==> src/rtl/nmea_sentence_parser_top_assert.svh <==
// Assertion macros for the sentence parser.
`ifndef NMEA_SENTENCE_PARSER_TOP_ASSERT_SVH
`define NMEA_SENTENCE_PARSER_TOP_ASSERT_SVH
`ifndef NO_ASSERTIONS
`define NSP_ASSERT_IMPL(label, clk, rst, prop) \
   label: assert property (@(posedge clk) disable iff (rst) prop) \
      else $error("assertion failed");
`define NSP_ASSERT_NEXT(label, clk, rst, a, b) \
   label: assert property (@(posedge clk) disable iff (rst) (a) |=> (b)) \
      else $error("assertion failed");
`else
`define NSP_ASSERT_IMPL(label, clk, rst, prop)
`define NSP_ASSERT_NEXT(label, clk, rst, a, b)
`endif
`endif

==> src/rtl/nsp_pkg.sv <==
// ----------------------------------------------------------------------------
// nsp_pkg
// Types and constants shared by the sentence parser modules.
// ----------------------------------------------------------------------------
package nsp_pkg;
   localparam int MAX_LINE = 128;
   localparam int LEN_W = $clog2(MAX_LINE);
   localparam logic [1:0] KIND_BYTE  = 2'd0;
   localparam logic [1:0] KIND_PULSE = 2'd1;
   localparam logic [1:0] KIND_TICK  = 2'd2;
   localparam logic [2:0] EV_REJECT  = 3'd0;
   localparam logic [2:0] EV_RMC     = 3'd1;
   localparam logic [2:0] EV_GGA     = 3'd2;
   localparam logic [2:0] EV_GSV     = 3'd3;
   localparam logic [2:0] EV_PULSE   = 3'd4;
   localparam logic [2:0] EV_TIMEOUT = 3'd5;
   localparam logic [15:0] TIMEOUT_RESET = 16'd2000;
   localparam int QDEPTH = 2;

   typedef struct packed {
      logic [1:0] kind;
      logic [7:0] data_byte;
   } req_type;

   typedef struct packed {
      logic [2:0]  event_res;
      logic        has_fix;
      logic [23:0] utc_time_bcd;
      logic [23:0] date_bcd;
      logic [7:0]  sats_used;
      logic [15:0] hdop_centi;
      logic [7:0]  sats_visible;
      logic        pulse_valid;
      logic [31:0] pulse_count;
   } rsp_type;

   // Action handed from the front end to the back end.
   typedef struct packed {
      logic       is_eol;
      logic       is_char;
      logic       is_pulse;
      logic       is_tick;
      logic [LEN_W-1:0] pos;
      logic [7:0] data;
   } op_type;

   function automatic logic [5:0] tag_mismatch(input logic [2:0] p, input logic [7:0] c);
      logic [7:0] t [0:5];
      logic [5:0] m;
      begin
         t[0] = "$"; t[1] = "G"; t[2] = "P"; t[3] = "R"; t[4] = "M"; t[5] = "C";
         m = '0;
         for (int k = 0; k < 6; k++) begin
            logic [7:0] e;
            e = t[p];
            if (p == 3'd2) e = (k % 2 == 1) ? "N" : "P";
            if (p == 3'd3) e = (k < 2) ? "R" : "G";
            if (p == 3'd4) e = (k < 2) ? "M" : ((k < 4) ? "G" : "S");
            if (p == 3'd5) e = (k < 2) ? "C" : ((k < 4) ? "A" : "V");
            if (e != c) m[k] = 1'b1;
         end
         return m;
      end
   endfunction

   function automatic logic is_digit(input logic [7:0] c);
      return (c >= "0") && (c <= "9");
   endfunction
endpackage

==> src/rtl/nsp_front.sv <==
// ----------------------------------------------------------------------------
// nsp_front
// Accepts items, tracks line length, and queues at most one action per item.
// ----------------------------------------------------------------------------
module nsp_front (
   input  logic               clock,
   input  logic               reset,
   input  logic               req_valid,
   output logic               req_ready,
   input  nsp_pkg::req_type   req_data,
   output logic               op_valid,
   input  logic               op_ready,
   output nsp_pkg::op_type    op_data
);
   nsp_pkg::op_type q_ff [nsp_pkg::QDEPTH];
   logic [1:0] cnt_ff, cnt_in;
   logic       wp_ff, rp_ff;
   logic [nsp_pkg::LEN_W-1:0] len_ff, len_in;
   nsp_pkg::op_type op;
   logic push, pop, take;

   assign req_ready = (cnt_ff != 2'd2);
   assign take = req_valid && req_ready;
   assign op_valid = (cnt_ff != 2'd0);
   assign op_data = q_ff[rp_ff];
   assign pop = op_valid && op_ready;

   always_comb begin
      op = '0;
      op.data = req_data.data_byte;
      op.pos = len_ff;
      len_in = len_ff;
      unique case (req_data.kind)
         nsp_pkg::KIND_BYTE: begin
            if (req_data.data_byte == 8'h0A) begin
               op.is_eol = 1'b1;
               len_in = '0;
            end else if (req_data.data_byte != 8'h0D &&
                         len_ff != nsp_pkg::LEN_W'(nsp_pkg::MAX_LINE - 1)) begin
               op.is_char = 1'b1;
               len_in = len_ff + 1'b1;
            end
         end
         nsp_pkg::KIND_PULSE: op.is_pulse = 1'b1;
         nsp_pkg::KIND_TICK:  op.is_tick = 1'b1;
         default: ;
      endcase
      push = take && (op.is_eol || op.is_char || op.is_pulse || op.is_tick);
      cnt_in = cnt_ff + {1'b0, push} - {1'b0, pop};
   end

   always_ff @(posedge clock) begin
      if (reset) begin
         cnt_ff <= '0;
         wp_ff  <= 1'b0;
         rp_ff  <= 1'b0;
         len_ff <= '0;
      end else begin
         cnt_ff <= cnt_in;
         if (push) wp_ff <= ~wp_ff;
         if (pop) rp_ff <= ~rp_ff;
         if (take) len_ff <= len_in;
      end
      if (push) q_ff[wp_ff] <= op;
   end
endmodule

==> src/rtl/nsp_back.sv <==
// ----------------------------------------------------------------------------
// nsp_back
// Field parsing, commit, pulse supervision and the result register.
// ----------------------------------------------------------------------------
module nsp_back (
   input  logic              clock,
   input  logic              reset,
   input  logic [15:0]       timeout,
   input  logic              op_valid,
   output logic              op_ready,
   input  nsp_pkg::op_type   op_data,
   output logic              rsp_valid,
   input  logic              rsp_ready,
   output nsp_pkg::rsp_type  rsp_data
);
   logic dol_ff, dol_in, star_ff, star_in, frz_ff, frz_in, ds_ff, ds_in, hs_ff, hs_in;
   logic [5:0] tm_ff, tm_in, pf_ff, pf_in;
   logic [7:0] xs_ff, xs_in, rs_ff, rs_in;
   logic [4:0] fi_ff, fi_in;
   logic [6:0] ci_ff, ci_in;
   logic [1:0] hf_ff, hf_in;
   logic [23:0] pt_ff, pt_in, pd_ff, pd_in, ct_ff, ct_in, cd_ff, cd_in;
   logic pfx_ff, pfx_in, cfx_ff, cfx_in;
   logic [7:0] psu_ff, psu_in, piv_ff, piv_in, csu_ff, csu_in, civ_ff, civ_in;
   logic [15:0] ph_ff, ph_in, ch_ff, ch_in, ms_ff, ms_in;
   logic pv_ff, pv_in;
   logic [31:0] pc_ff, pc_in;
   logic emit;
   logic [2:0] ev;
   logic [19:0] hv;
   logic [3:0] dv, hx;
   logic hexok, proc, clr;
   logic [7:0] c;
   int item;
   nsp_pkg::rsp_type out_ff;
   logic ov_ff;

   assign op_ready = !ov_ff || rsp_ready;
   assign proc = op_valid && op_ready;
   assign rsp_valid = ov_ff;
   assign rsp_data = out_ff;

   always_comb begin
      dol_in = dol_ff; star_in = star_ff; frz_in = frz_ff; ds_in = ds_ff; hs_in = hs_ff;
      tm_in = tm_ff; pf_in = pf_ff; xs_in = xs_ff; rs_in = rs_ff; fi_in = fi_ff;
      ci_in = ci_ff; hf_in = hf_ff; pt_in = pt_ff; pd_in = pd_ff; pfx_in = pfx_ff;
      psu_in = psu_ff; piv_in = piv_ff; ph_in = ph_ff;
      ct_in = ct_ff; cd_in = cd_ff; cfx_in = cfx_ff; csu_in = csu_ff; civ_in = civ_ff;
      ch_in = ch_ff; ms_in = ms_ff; pv_in = pv_ff; pc_in = pc_ff;
      emit = 1'b0; ev = nsp_pkg::EV_REJECT; clr = 1'b0; item = -1;
      c = op_data.data;
      dv = c[3:0];
      hv = '0;
      hexok = 1'b1; hx = '0;
      if (nsp_pkg::is_digit(c)) hx = c[3:0];
      else if ((c >= "a" && c <= "f") || (c >= "A" && c <= "F")) hx = c[3:0] + 4'd9;
      else hexok = 1'b0;
      if (op_data.is_eol) begin
         emit = 1'b1; clr = 1'b1;
         if (dol_ff && star_ff && xs_ff == rs_ff && op_data.pos >= 6) begin
            if (|tm_ff[1:0]) ev = nsp_pkg::EV_RMC;
            else if (|tm_ff[3:2]) ev = nsp_pkg::EV_GGA;
            else if (|tm_ff[5:4]) ev = nsp_pkg::EV_GSV;
         end
         if (ev != nsp_pkg::EV_REJECT) begin
            if (pf_ff[0]) ct_in = pt_ff;
            if (pf_ff[1]) cfx_in = pfx_ff;
            if (pf_ff[2]) cd_in = pd_ff;
            if (pf_ff[3]) csu_in = psu_ff;
            if (pf_ff[4]) ch_in = ph_ff;
            if (pf_ff[5]) civ_in = piv_ff;
         end
      end else if (op_data.is_pulse) begin
         pv_in = 1'b1; ms_in = '0; pc_in = pc_ff + 32'd1;
         emit = 1'b1; ev = nsp_pkg::EV_PULSE;
      end else if (op_data.is_tick) begin
         if (pv_ff) begin
            if (ms_ff >= timeout) begin
               pv_in = 1'b0; emit = 1'b1; ev = nsp_pkg::EV_TIMEOUT;
            end else ms_in = ms_ff + 16'd1;
         end
      end else if (op_data.is_char && !frz_ff) begin
         if (op_data.pos == '0) dol_in = (c == "$");
         if (op_data.pos < 6) tm_in = tm_ff & ~nsp_pkg::tag_mismatch(op_data.pos[2:0], c);
         if (c == 8'h00) frz_in = 1'b1;
         else if (star_ff) begin
            if (!hs_ff) begin
               if (hexok) rs_in = {rs_ff[3:0], hx};
               else hs_in = 1'b1;
            end
         end else if (c == "*" && op_data.pos != '0) star_in = 1'b1;
         else begin
            if (op_data.pos != '0) xs_in = xs_ff ^ c;
            if (c == ",") begin
               if (fi_ff != 5'd31) fi_in = fi_ff + 5'd1;
               ci_in = '0; ds_in = 1'b0; hf_in = '0;
            end else begin
               if (|tm_ff[1:0]) begin
                  if (fi_ff == 5'd1) item = 0;
                  else if (fi_ff == 5'd2) item = 1;
                  else if (fi_ff == 5'd9) item = 2;
               end else if (|tm_ff[3:2]) begin
                  if (fi_ff == 5'd7) item = 3;
                  else if (fi_ff == 5'd8) item = 4;
               end else if (|tm_ff[5:4]) begin
                  if (fi_ff == 5'd3) item = 5;
               end
               if (item >= 0 && ci_ff == '0) pf_in[item] = 1'b1;
               case (item)
                  0, 2: if (!ds_ff) begin
                     if (nsp_pkg::is_digit(c)) begin
                        if (ci_ff < 7'd6) begin
                           if (item == 0) pt_in[(5 - ci_ff[2:0]) * 4 +: 4] = dv;
                           else pd_in[(5 - ci_ff[2:0]) * 4 +: 4] = dv;
                        end
                     end else ds_in = 1'b1;
                  end
                  1: if (ci_ff == '0) pfx_in = (c == "A");
                  3, 5: if (!ds_ff) begin
                     if (nsp_pkg::is_digit(c)) begin
                        if (item == 3) psu_in = 8'({psu_ff, 3'b0} + {psu_ff, 1'b0} + dv);
                        else piv_in = 8'({piv_ff, 3'b0} + {piv_ff, 1'b0} + dv);
                     end else ds_in = 1'b1;
                  end
                  4: if (!ds_ff) begin
                     if (nsp_pkg::is_digit(c)) begin
                        // Integer digits scale the value so far by ten and add d*100.
                        if (hf_ff == 2'd0)
                           hv = 20'(ph_ff) * 20'd10 + 20'(dv) * 20'd100;
                        else if (hf_ff == 2'd1) begin
                           hv = 20'(ph_ff) + 20'(dv) * 20'd10; hf_in = 2'd2;
                        end else if (hf_ff == 2'd2) begin
                           hv = 20'(ph_ff) + 20'(dv); hf_in = 2'd3;
                        end else hv = 20'(ph_ff);
                        ph_in = (hv > 20'd65535) ? 16'hFFFF : hv[15:0];
                     end else if (c == "." && hf_ff == 2'd0) hf_in = 2'd1;
                     else ds_in = 1'b1;
                  end
                  default: ;
               endcase
               if (ci_ff != 7'd127) ci_in = ci_ff + 7'd1;
            end
         end
      end
      if (clr) begin
         dol_in = 1'b0; star_in = 1'b0; frz_in = 1'b0; ds_in = 1'b0; hs_in = 1'b0;
         tm_in = 6'h3F; pf_in = '0; xs_in = '0; rs_in = '0; fi_in = '0; ci_in = '0;
         hf_in = '0; pt_in = '0; pd_in = '0; pfx_in = 1'b0; psu_in = '0; piv_in = '0;
         ph_in = '0;
      end
   end

   always_ff @(posedge clock) begin
      if (reset) begin
         dol_ff <= 1'b0; star_ff <= 1'b0; frz_ff <= 1'b0; ds_ff <= 1'b0; hs_ff <= 1'b0;
         tm_ff <= 6'h3F; pf_ff <= '0; xs_ff <= '0; rs_ff <= '0; fi_ff <= '0; ci_ff <= '0;
         hf_ff <= '0; pt_ff <= '0; pd_ff <= '0; pfx_ff <= 1'b0; psu_ff <= '0;
         piv_ff <= '0; ph_ff <= '0; ct_ff <= '0; cd_ff <= '0; cfx_ff <= 1'b0;
         csu_ff <= '0; civ_ff <= '0; ch_ff <= '0; ms_ff <= '0; pv_ff <= 1'b0;
         pc_ff <= '0; ov_ff <= 1'b0;
      end else begin
         ov_ff <= (proc && emit) || (ov_ff && !rsp_ready);
         if (proc) begin
            dol_ff <= dol_in; star_ff <= star_in; frz_ff <= frz_in; ds_ff <= ds_in;
            hs_ff <= hs_in; tm_ff <= tm_in; pf_ff <= pf_in; xs_ff <= xs_in;
            rs_ff <= rs_in; fi_ff <= fi_in; ci_ff <= ci_in; hf_ff <= hf_in;
            pt_ff <= pt_in; pd_ff <= pd_in; pfx_ff <= pfx_in; psu_ff <= psu_in;
            piv_ff <= piv_in; ph_ff <= ph_in; ct_ff <= ct_in; cd_ff <= cd_in;
            cfx_ff <= cfx_in; csu_ff <= csu_in; civ_ff <= civ_in; ch_ff <= ch_in;
            ms_ff <= ms_in; pv_ff <= pv_in; pc_ff <= pc_in;
         end
      end
      if (proc && emit) begin
         out_ff.event_res <= ev;
         out_ff.has_fix <= cfx_in;
         out_ff.utc_time_bcd <= ct_in;
         out_ff.date_bcd <= cd_in;
         out_ff.sats_used <= csu_in;
         out_ff.hdop_centi <= ch_in;
         out_ff.sats_visible <= civ_in;
         out_ff.pulse_valid <= pv_in;
         out_ff.pulse_count <= pc_in;
      end
   end
endmodule

==> src/rtl/nmea_sentence_parser_top.sv <==
// ----------------------------------------------------------------------------
// nmea_sentence_parser_top
// NMEA sentence parser with pulse-per-second supervision.
// ----------------------------------------------------------------------------
// Takes one item per cycle: a front stage sorts each item into at most one
// action queued in a two-entry buffer, and the back stage executes one
// action per cycle into a result register, so throughput is one item per
// clock while results are taken. A line feed, a pulse edge or a pulse
// timeout produces one result transfer; other items produce none.
`include "nmea_sentence_parser_top_assert.svh"
module nmea_sentence_parser_top (
   input  logic              clock,
   input  logic              reset,
   input  logic              req_valid,
   output logic              req_ready,
   input  nsp_pkg::req_type  req_data,
   output logic              rsp_valid,
   input  logic              rsp_ready,
   output nsp_pkg::rsp_type  rsp_data,
   input  logic              csr_we,
   input  logic [15:0]       csr_wdata
);
   logic [15:0] timeout_ff;
   logic op_valid, op_ready;
   nsp_pkg::op_type op_data;

   always_ff @(posedge clock) begin
      if (reset) timeout_ff <= nsp_pkg::TIMEOUT_RESET;
      else if (csr_we) timeout_ff <= csr_wdata;
   end

   nsp_front u_front (
      .clock, .reset, .req_valid, .req_ready, .req_data,
      .op_valid, .op_ready, .op_data
   );

   nsp_back u_back (
      .clock, .reset, .timeout(timeout_ff), .op_valid, .op_ready, .op_data,
      .rsp_valid, .rsp_ready, .rsp_data
   );

   `NSP_ASSERT_NEXT(a_rsp_hold, clock, reset, rsp_valid && !rsp_ready, rsp_valid && $stable(rsp_data))
   `NSP_ASSERT_IMPL(a_ev_range, clock, reset, rsp_valid |-> rsp_data.event_res <= nsp_pkg::EV_TIMEOUT)
   `NSP_ASSERT_NEXT(a_pulse_cnt, clock, reset, op_valid && op_ready && op_data.is_pulse, rsp_valid && rsp_data.pulse_valid)
endmodule
==> config.mk <==
export PLATFORM = sky130hd
export DESIGN_NAME = nmea_sentence_parser_top
export DESIGN_NICKNAME = d
export VERILOG_FILES = /design/src/rtl/nsp_pkg.sv /design/src/rtl/nsp_front.sv /design/src/rtl/nsp_back.sv /design/src/rtl/nmea_sentence_parser_top.sv
export VERILOG_INCLUDE_DIRS = /design/src /design/src/rtl
export SDC_FILE = /design/constraint.sdc
export NUM_CORES = 1
export LEC_CHECK = 0
export BUFFER_PORTS_ARGS = -buffer_cell sky130_fd_sc_hd__buf_2
export CAP_MARGIN = 5
export CORE_MARGIN = 10
export CORE_UTILIZATION = 33
export DETAILED_ROUTE_END_ITERATION = 8
export HOLD_SLACK_MARGIN = 0.08
export PLACE_DENSITY = 0.59
export SYNTH_ARGS = -nofsm -noshare
export SYNTH_HDL_FRONTEND = slang
export SYNTH_SLANG_ARGS = --single-unit
==> constraint.sdc <==
create_clock -name clock -period 7.7 [get_ports clock]
set_input_delay 1.155 -clock clock [delete_from_list [all_inputs] [get_ports clock]]
set_output_delay 1.155 -clock clock [all_outputs]
set_load 0.01 [all_outputs]
### Yosys cells after proc, flatten, opt, wreduce, memory -nomap -nowiden

Memory sizes are Yosys's and may differ from the RTL's. A register that Yosys moved wholly into a read port is not among the register bits.
Index checks and enable logic that the tools add are counted.
W data, S select, Z words.

| word-level totals | value |
|---|---|
| memories | 2 |
| logic and storage cells | 604 |
| memory bits (read-only) | 64 |
| register bits | 403 |
| input bits | 31 |
| bits in writable memories | 38 |

Memories:

| memory | depth | bits a word | rd ports | clocked after Yosys merged registers in | wr ports | RTL line | source |
|---|---|---|---|---|---|---|---|
| (name not given) | 8 | 8 | 1 | 0 | 0 | nsp_pkg.sv:55 | `e = t[p];` |
| u_front.q_ff | 2 | 19 | 1 | 1 | 1 | nsp_front.sv:15 | `nsp_pkg::op_type q_ff [nsp_pkg::QDEPTH];` |

| operators by class | value |
|---|---|
| equal/unequal tests | 53 |
| $mul | 3 |
| order comparisons | 15 |
| add/subtract/negate cells | 17 |
| reduce and logical (&&, ||, !) cells | 88 |
| bitwise gates (word level) | 8 |
| multiplexer cells | 374 |
| shift operators | 2 |

Operator list:

| operator | count |
|---|---|
| $mux W24 | 34 |
| $mux W8 | 100 |
| $mux W32 | 19 |
| $mux W16 | 20 |
| $mux W20 | 14 |
| $mux W1 | 116 |
| $eq A32 B3 Y1 const B | 3 |
| $mux W6 | 16 |
| $mux W7 | 12 |
| $eq A32 B2 Y1 const B | 2 |
| $ge A32 B1 Y1 const B | 2 |
| $logic_not A32 Y1 | 2 |
| $mux W5 | 10 |
| $bwmux W24 | 2 |
| $ne A8 B8 Y1 | 6 |
| $reduce_bool A2 Y1 | 23 |
| $reduce_and A13 Y1 | 3 |
| $mux W2 | 18 |
| $reduce_and A9 Y1 | 4 |
| $neg A32 Y34 | 1 |
| $shift A4 B34 Y24 const A | 1 |
| $shiftx A4 B34 Y24 | 1 |
| $add A32 B1 Y32 const B | 1 |
| $eq A32 B1 Y1 const B | 1 |
| 74 further kinds | 149 |

### Logic depth before layout (Yosys ltp)

| logic depth | value |
|---|---|
| word-level depth | 37 |
| depth in mapped cells | 23 |

### By module

Synthesis repeated with hierarchy kept, for this count alone.

| second synthesis, totals | value |
|---|---|
| cells, all modules | 2374 |
| area, all modules | 22766.8 um^2 |

Modules (own cells, without submodules):

| module | instances | seq. area each (um^2) | area each (um^2) | cells each |
|---|---|---|---|---|
| nsp_back | 1 | 8698.3 | 20098.0 | 2180 |
| nsp_front | 1 | 1381.3 | 2068.2 | 142 |
| nmea_sentence_parser_top | 1 | 320.3 | 600.6 | 52 |

### Worst setup path after synthesis

Ideal clock, no wire load.

| path | value |
|---|---|
| path type | input-to-reg |
| from | in rsp_ready |
| to | reg u_back.out_ff (netlist bit u_back.rsp_data[0]) (enable) |
| stages on the path | 5 |
| required time | 7.067 ns |
| setup slack | -0.232 ns |
| arrival time | 7.298 ns |
| path through | inv_1 > nand2_1 > o21ai_1 > clkbuf_1 > a21oi_1 |

| on the way | value |
|---|---|
| word-level cells in the longest chain between the ends | 3 |

Ends and longest elaborated chain:

| what | RTL line | source |
|---|---|---|
| from (decl) | nmea_sentence_parser_top.sv:18 | `input logic rsp_ready,` |
| $logic_or A1 B1 Y1 | nsp_back.sv:38 | `assign op_ready = !ov_ff \|\| rsp_ready;` |
| $logic_and A1 B1 Y1 | nsp_back.sv:39 | `assign proc = op_valid && op_ready;` |
| $logic_and A1 B1 Y1 | nsp_back.sv:173 | `if (proc && emit) begin` |
| to (decl) | nsp_back.sv:35 | `nsp_pkg::rsp_type out_ff;` |

No other way between the ends.
A chain may end at the register's enable or synchronous reset.

==> impl_metrics.xml <==
<?xml version="1.0" encoding="UTF-8"?>
<metrics>
  <group name="global_route">
    <metric name="globalRoute.totalOverflow" unit="">0</metric>
    <metric name="grt.met3_usage" unit="">0.02777</metric>
    <metric name="met2_track_usage_gr" unit="">0.2392</metric>
    <metric name="grt_most_used_layer" unit="">met2</metric>
    <metric name="number_of_global_route_vias_before_repair" unit="">17230</metric>
    <metric name="grt_usage" unit="">0.1428</metric>
    <metric name="grt_antenna_before_repair" unit="">1</metric>
    <metric name="grt_first_pass_wirelength" unit="um">92250</metric>
    <metric name="grt_max_degree" unit="">114</metric>
    <metric name="met1_usage" unit="">0.1824</metric>
  </group>
  <group name="min_path">
    <metric name="holdPathStages" unit="">2</metric>
    <metric name="classification_of_the_worst_slack_hold_path" unit="">flop to flop</metric>
    <metric name="worstHoldEndpoint" unit="">u_back.civ_ff[6]</metric>
    <metric name="hold_path.startpoint" unit="">u_back.civ_ff[6]</metric>
  </group>
  <group name="synthesis">
    <metric name="yosys_most_used_dff" unit="">sky130_fd_sc_hd__dfxtp_1</metric>
    <metric name="mappedNetlistArea" unit="mm^2">0.02240</metric>
    <metric name="postSynthAreaPerCell" unit="um^2">9.391</metric>
    <metric name="flip_flop_and_latch_count_after_synthesis" unit="">442</metric>
    <metric name="share_of_flip_flops_with_an_asynchronous_set_or_reset" unit="">0</metric>
    <metric name="synth_seq_area_share" unit="">0.4644</metric>
    <metric name="synth.largest_area_cell" unit="">sky130_fd_sc_hd__dfxtp_1</metric>
    <metric name="synth.lib_cells_used.distinct" unit="">83</metric>
    <metric name="synth_enable_flop_cells" unit="">155</metric>
    <metric name="synth-warning-count" unit="">0</metric>
    <metric name="post_synth_inst_count" unit="">2385</metric>
    <metric name="post-synth-top-area-fraction" unit="">0.2565</metric>
    <metric name="yosys-top-cells-area" unit="">sky130_fd_sc_hd__dfxtp_1, sky130_fd_sc_hd__edfxtp_1, sky130_fd_sc_hd__ha_1, sky130_fd_sc_hd__nand2_1, sky130_fd_sc_hd__a21oi_1</metric>
    <metric name="postSynthNetCount" unit="">2553</metric>
  </group>
  <group name="clock_tree">
    <metric name="cts_setup_buffers" unit="">0</metric>
    <metric name="clk_path_buf_depth" unit="">3</metric>
    <metric name="worst_skew_pair.late_latency" unit="ns">0.59</metric>
    <metric name="cts_max_level" unit="">2</metric>
    <metric name="cts-buffers-inserted" unit="">48</metric>
    <metric name="cts.reportedPaths.clkPinSlew" unit="ns">0.06</metric>
    <metric name="cts.sink_count" unit="">442</metric>
    <metric name="cts_stage_hold_buffer_count" unit="">0</metric>
    <metric name="cts_tree" unit="">done</metric>
    <metric name="post_cts_resize_count" unit="">0</metric>
    <metric name="clock_tree.root_cell" unit="">sky130_fd_sc_hd__clkbuf_16</metric>
  </group>
  <group name="sta">
    <metric name="fin_crit" unit="ns">6.294</metric>
    <metric name="rsz_0062_raised_after_global_routing" unit="">no</metric>
    <metric name="post-route-period-util" unit="">0.8174</metric>
    <metric name="worst_slew_pin_slew" unit="ns">1.166</metric>
    <metric name="setup_tns_final" unit="ns">0</metric>
    <metric name="clock-skew-final" unit="ns">0.02454</metric>
    <metric name="fmax" unit="GHz">0.1589</metric>
    <metric name="finalHoldViolCount" unit="">0</metric>
    <metric name="maxSlewViolCount" unit="">0</metric>
    <metric name="slew_headroom" unit="">0.2207</metric>
    <metric name="finalSetupViolCount" unit="">0</metric>
  </group>
  <group name="cells_and_area">
    <metric name="fillerInstances" unit="">6580</metric>
    <metric name="share_of_final_layout_standard_cells_stronger_than_drive_strength_1" unit="">0.1399</metric>
    <metric name="layout-area-overhead-vs-synth" unit="%">15.01</metric>
    <metric name="count_of_placed_standard_cells_in_the_final_layout_fillers_left_out" unit="">3417</metric>
    <metric name="insertedDiodeCount" unit="">0</metric>
    <metric name="finish.net_count" unit="">2672</metric>
  </group>
  <group name="worst_setup_path">
    <metric name="critical_path.endpoint_type" unit="">flop</metric>
    <metric name="highest_net_fanout_along_the_worst_path" unit="">21</metric>
    <metric name="critical_path.most_common_cell" unit="">sky130_fd_sc_hd__ha_1</metric>
    <metric name="critPathArrivalTime" unit="ns">6.80</metric>
    <metric name="timing_worst_setup_path_type" unit="">flop to flop</metric>
    <metric name="worst_setup_path_start_kind" unit="">flop</metric>
    <metric name="regToRegSetupSlack" unit="ns">1.41</metric>
    <metric name="cpMaxStageDelayCell" unit="">sky130_fd_sc_hd__dfxtp_1</metric>
    <metric name="worstPathRequired" unit="ns">8.21</metric>
    <metric name="reg_to_reg_critical_path_endpoint" unit="">u_back.ph_ff[12]</metric>
    <metric name="crit_path_cell_trace" unit="">buf_4, mux2i_1, buf_4, clkinv_1, ha_1, ha_1, ha_1, xnor2_1, ha_1, nand4_1, a211oi_1, o21ai_1, nand2b_1, nand4_2, or4_4, mux2_4, o211ai_4, a221oi_1, a221oi_2</metric>
    <metric name="cp.buffers_inverters" unit="">3</metric>
    <metric name="critical_path.max_stage_delay" unit="ns">0.66</metric>
    <metric name="crit_family" unit="">adder cells</metric>
    <metric name="rr_worst_depth" unit="">19</metric>
  </group>
  <group name="pwr">
    <metric name="power_leakage" unit="nW">9.901</metric>
    <metric name="powerDensity" unit="mW/mm^2">296.1</metric>
    <metric name="max-vdd-ir-drop" unit="V">0.0001565</metric>
  </group>
  <group name="flow_run">
    <metric name="timing.max_cap.violations" unit="">0</metric>
  </group>
  <group name="detailed_routing">
    <metric name="number_of_nets_with_antenna_violations_after_routing" unit="">0</metric>
    <metric name="drt-total-wl" unit="um">58070</metric>
    <metric name="detailedRoute.firstIterationViolations" unit="">1217</metric>
    <metric name="vias_per_cell" unit="">5.139</metric>
    <metric name="drt-wirelength-per-cell" unit="um">16.99</metric>
    <metric name="dr_total_vias" unit="">17560</metric>
    <metric name="detail_route.drc_violations" unit="">0</metric>
    <metric name="firstDrtPassIters" unit="">6</metric>
  </group>
  <group name="floorplanning">
    <metric name="die_y" unit="um">280.5</metric>
    <metric name="rows" unit="">95</metric>
    <metric name="initial_core_util" unit="">0.3329</metric>
    <metric name="chipWidth" unit="um">280.5</metric>
    <metric name="fp.coreArea" unit="mm^2">0.06728</metric>
    <metric name="num_io_pins" unit="">150</metric>
    <metric name="design.die.area" unit="mm^2">0.07869</metric>
  </group>
  <group name="placed_design">
    <metric name="gp_congestion" unit="">0.8944</metric>
    <metric name="dpl.cell_count" unit="">3327</metric>
    <metric name="post-dp-hpwl" unit="um">41390</metric>
    <metric name="io_buffer_count" unit="">149</metric>
  </group>
  <group name="status">
    <metric name="run_status" unit="">finished, final reports clean</metric>
  </group>
</metrics>
==> layer usage <==
metal / vias up / wire length, um
met2: 378 / 27350
met4: 2 / 1367
li1: 8640 / -
met3: 91 / 3054
met5: - / 7
met1: 8448 / 26290
==> registers in the layout, indices dropped and copies added (netlist names), 8 cells and up, named ones only <==
name / cells
u_back.ph_ff: 16
u_back.csu_ff: 8
timeout_ff: 16
u_back.piv_ff: 8
u_back.ms_ff: 16
u_back.ct_ff: 24
u_back.rsp_data: 117
u_back.pd_ff: 24
u_back.cd_ff: 24
u_back.civ_ff: 8
u_back.xs_ff: 8
u_back.pt_ff: 24
u_front.q_ff: 38
u_back.pc_ff: 32
u_back.psu_ff: 8
u_back.ch_ff: 16
u_back.rs_ff: 8
==> cells in the final DEF, fill, tap and decap left out, types with 9 or more instances in the layout <==
cell / netlist / layout
sky130_fd_sc_hd__nand2_1: 346 / 346
sky130_fd_sc_hd__dfxtp_1: 287 / 287
sky130_fd_sc_hd__nor2_1: 263 / 262
sky130_fd_sc_hd__a21oi_1: 211 / 209
sky130_fd_sc_hd__edfxtp_1: 155 / 155
sky130_fd_sc_hd__buf_2: 9 / 148
sky130_fd_sc_hd__ha_1: 126 / 126
sky130_fd_sc_hd__xnor2_1: 92 / 92
sky130_fd_sc_hd__mux2_2: 85 / 85
sky130_fd_sc_hd__inv_1: 71 / 71
sky130_fd_sc_hd__o21ai_0: 72 / 71
sky130_fd_sc_hd__nand3_1: 63 / 63
sky130_fd_sc_hd__xor2_1: 62 / 62
sky130_fd_sc_hd__clkbuf_16: 0 / 51
sky130_fd_sc_hd__nor3_1: 42 / 42
sky130_fd_sc_hd__a22oi_1: 42 / 42
sky130_fd_sc_hd__mux2i_1: 29 / 28
sky130_fd_sc_hd__a21o_1: 28 / 28
sky130_fd_sc_hd__nand4_1: 26 / 26
sky130_fd_sc_hd__or3_1: 26 / 26
sky130_fd_sc_hd__nand2b_1: 23 / 23
sky130_fd_sc_hd__o21ai_1: 21 / 21
sky130_fd_sc_hd__and2_1: 18 / 18
sky130_fd_sc_hd__nor2b_1: 16 / 16
sky130_fd_sc_hd__a211oi_1: 16 / 16
sky130_fd_sc_hd__and3_1: 15 / 15
sky130_fd_sc_hd__o211ai_1: 15 / 15
sky130_fd_sc_hd__buf_4: 1 / 15
sky130_fd_sc_hd__fa_1: 11 / 11
sky130_fd_sc_hd__a31oi_1: 9 / 9
==> worst max-delay path by stage <==
stage / slack (ns) / endpoint / startpoint / cells past startpoint
final: 1.41 / u_back.ph_ff[12] / flop / 19
after global routing: 1.01 / u_back.ph_ff[12] / flop / 19
after CTS: 1.40 / u_back.ph_ff[12] / flop / 19
after detailed placement: 1.43 / u_back.ph_ff[12] / flop / 19
after global placement: 1.62 / u_back.ph_ff[12] / flop / 19
after floorplan: 1.91 / u_back.ph_ff[3] / flop / 21
==> cell type report <==
cell class / instances / area (um^2) / area share
sequential: 442 / 10400 / 0.4038
multi-input combinational: 1772 / 11370 / 0.4416
tap: 873 / 1092 / 0.04241
clock buffer: 63 / 1361 / 0.05285
clock inverter: 27 / 364.1 / 0.01414
inverter: 75 / 281.5 / 0.01093
timing repair buffer: 165 / 884.6 / 0.03434
==> worst register-to-register path, cell delays in order (launching register included) <==
cell and delay [ns]:
sky130_fd_sc_hd__dfxtp_1 0.66, sky130_fd_sc_hd__buf_4 0.37, sky130_fd_sc_hd__mux2i_1 0.23, sky130_fd_sc_hd__buf_4 0.22
sky130_fd_sc_hd__clkinv_1 0.59, sky130_fd_sc_hd__ha_1 0.50, sky130_fd_sc_hd__ha_1 0.20, sky130_fd_sc_hd__ha_1 0.30
sky130_fd_sc_hd__xnor2_1 0.15, sky130_fd_sc_hd__ha_1 0.41, sky130_fd_sc_hd__nand4_1 0.13, sky130_fd_sc_hd__a211oi_1 0.29
sky130_fd_sc_hd__o21ai_1 0.15, sky130_fd_sc_hd__nand2b_1 0.13, sky130_fd_sc_hd__nand4_2 0.14, sky130_fd_sc_hd__or4_4 0.59
sky130_fd_sc_hd__mux2_4 0.33, sky130_fd_sc_hd__o211ai_4 0.43, sky130_fd_sc_hd__a221oi_1 0.12, sky130_fd_sc_hd__a221oi_2 0.25
==> cell usage after synthesis, types with 11 or more instances <==
library cell,instances
sky130_fd_sc_hd__a211oi_1,16
sky130_fd_sc_hd__a21o_1,28
sky130_fd_sc_hd__a21oi_1,211
sky130_fd_sc_hd__a22oi_1,42
sky130_fd_sc_hd__and2_1,18
sky130_fd_sc_hd__and3_1,15
sky130_fd_sc_hd__clkbuf_1,81
sky130_fd_sc_hd__dfxtp_1,287
sky130_fd_sc_hd__edfxtp_1,155
sky130_fd_sc_hd__fa_1,11
sky130_fd_sc_hd__ha_1,126
sky130_fd_sc_hd__inv_1,71
sky130_fd_sc_hd__mux2_2,85
sky130_fd_sc_hd__mux2i_1,29
sky130_fd_sc_hd__nand2_1,346
sky130_fd_sc_hd__nand2b_1,23
sky130_fd_sc_hd__nand3_1,63
sky130_fd_sc_hd__nand4_1,26
sky130_fd_sc_hd__nor2_1,263
sky130_fd_sc_hd__nor2b_1,16
sky130_fd_sc_hd__nor3_1,42
sky130_fd_sc_hd__o211ai_1,15
sky130_fd_sc_hd__o21ai_0,72
sky130_fd_sc_hd__o21ai_1,21
sky130_fd_sc_hd__or3_1,26
sky130_fd_sc_hd__xnor2_1,92
sky130_fd_sc_hd__xor2_1,62
==> power breakdown <==
| part | internal (W) | switching (W) |
|---|---|---|
| sequential | 0.00278 | 0.000161 |
| clock | 0.00150 | 0.00100 |
| combinational | 0.000725 | 0.00146 |
| total | 0.00501 | 0.00262 |
==> cells by family (layout without fill, tap and decap cells) <==
logic type | after synthesis | count (layout) | synth area share
XOR/XNOR | 154 | 154 | 0.06022
multiplexers | 119 | 119 | 0.05872
flip-flops | 442 | 442 | 0.4644
AO/OA/AOI/OAI | 480 | 480 | 0.1305
buffers and inverters | 171 | 330 | 0.02966
adder cells (fa/ha/maj) | 137 | 137 | 0.08022
AND/OR/NAND/NOR | 882 | 882 | 0.1763
==> per-stage QoR <==
step / hold WS [ns] / worst slack, ns / instance area [um^2] / power [W] / utilization
detailed placement: 0.4401 / 1.429 / 24030 / 0.005191 / 0.3572
floorplan: 0.4284 / 1.913 / 22400 / 0.004420 / -
global route: 0.4668 / 1.005 / 25760 / 0.008057 / 0.3829
finish: 0.4467 / 1.406 / 25760 / 0.007627 / 0.3829
CTS: 0.4493 / 1.399 / 25760 / 0.007711 / 0.3829
global placement: 0.4337 / 1.622 / 24030 / 0.005146 / 0.3572
Note: power is estimated with default switching activity, not from simulation.
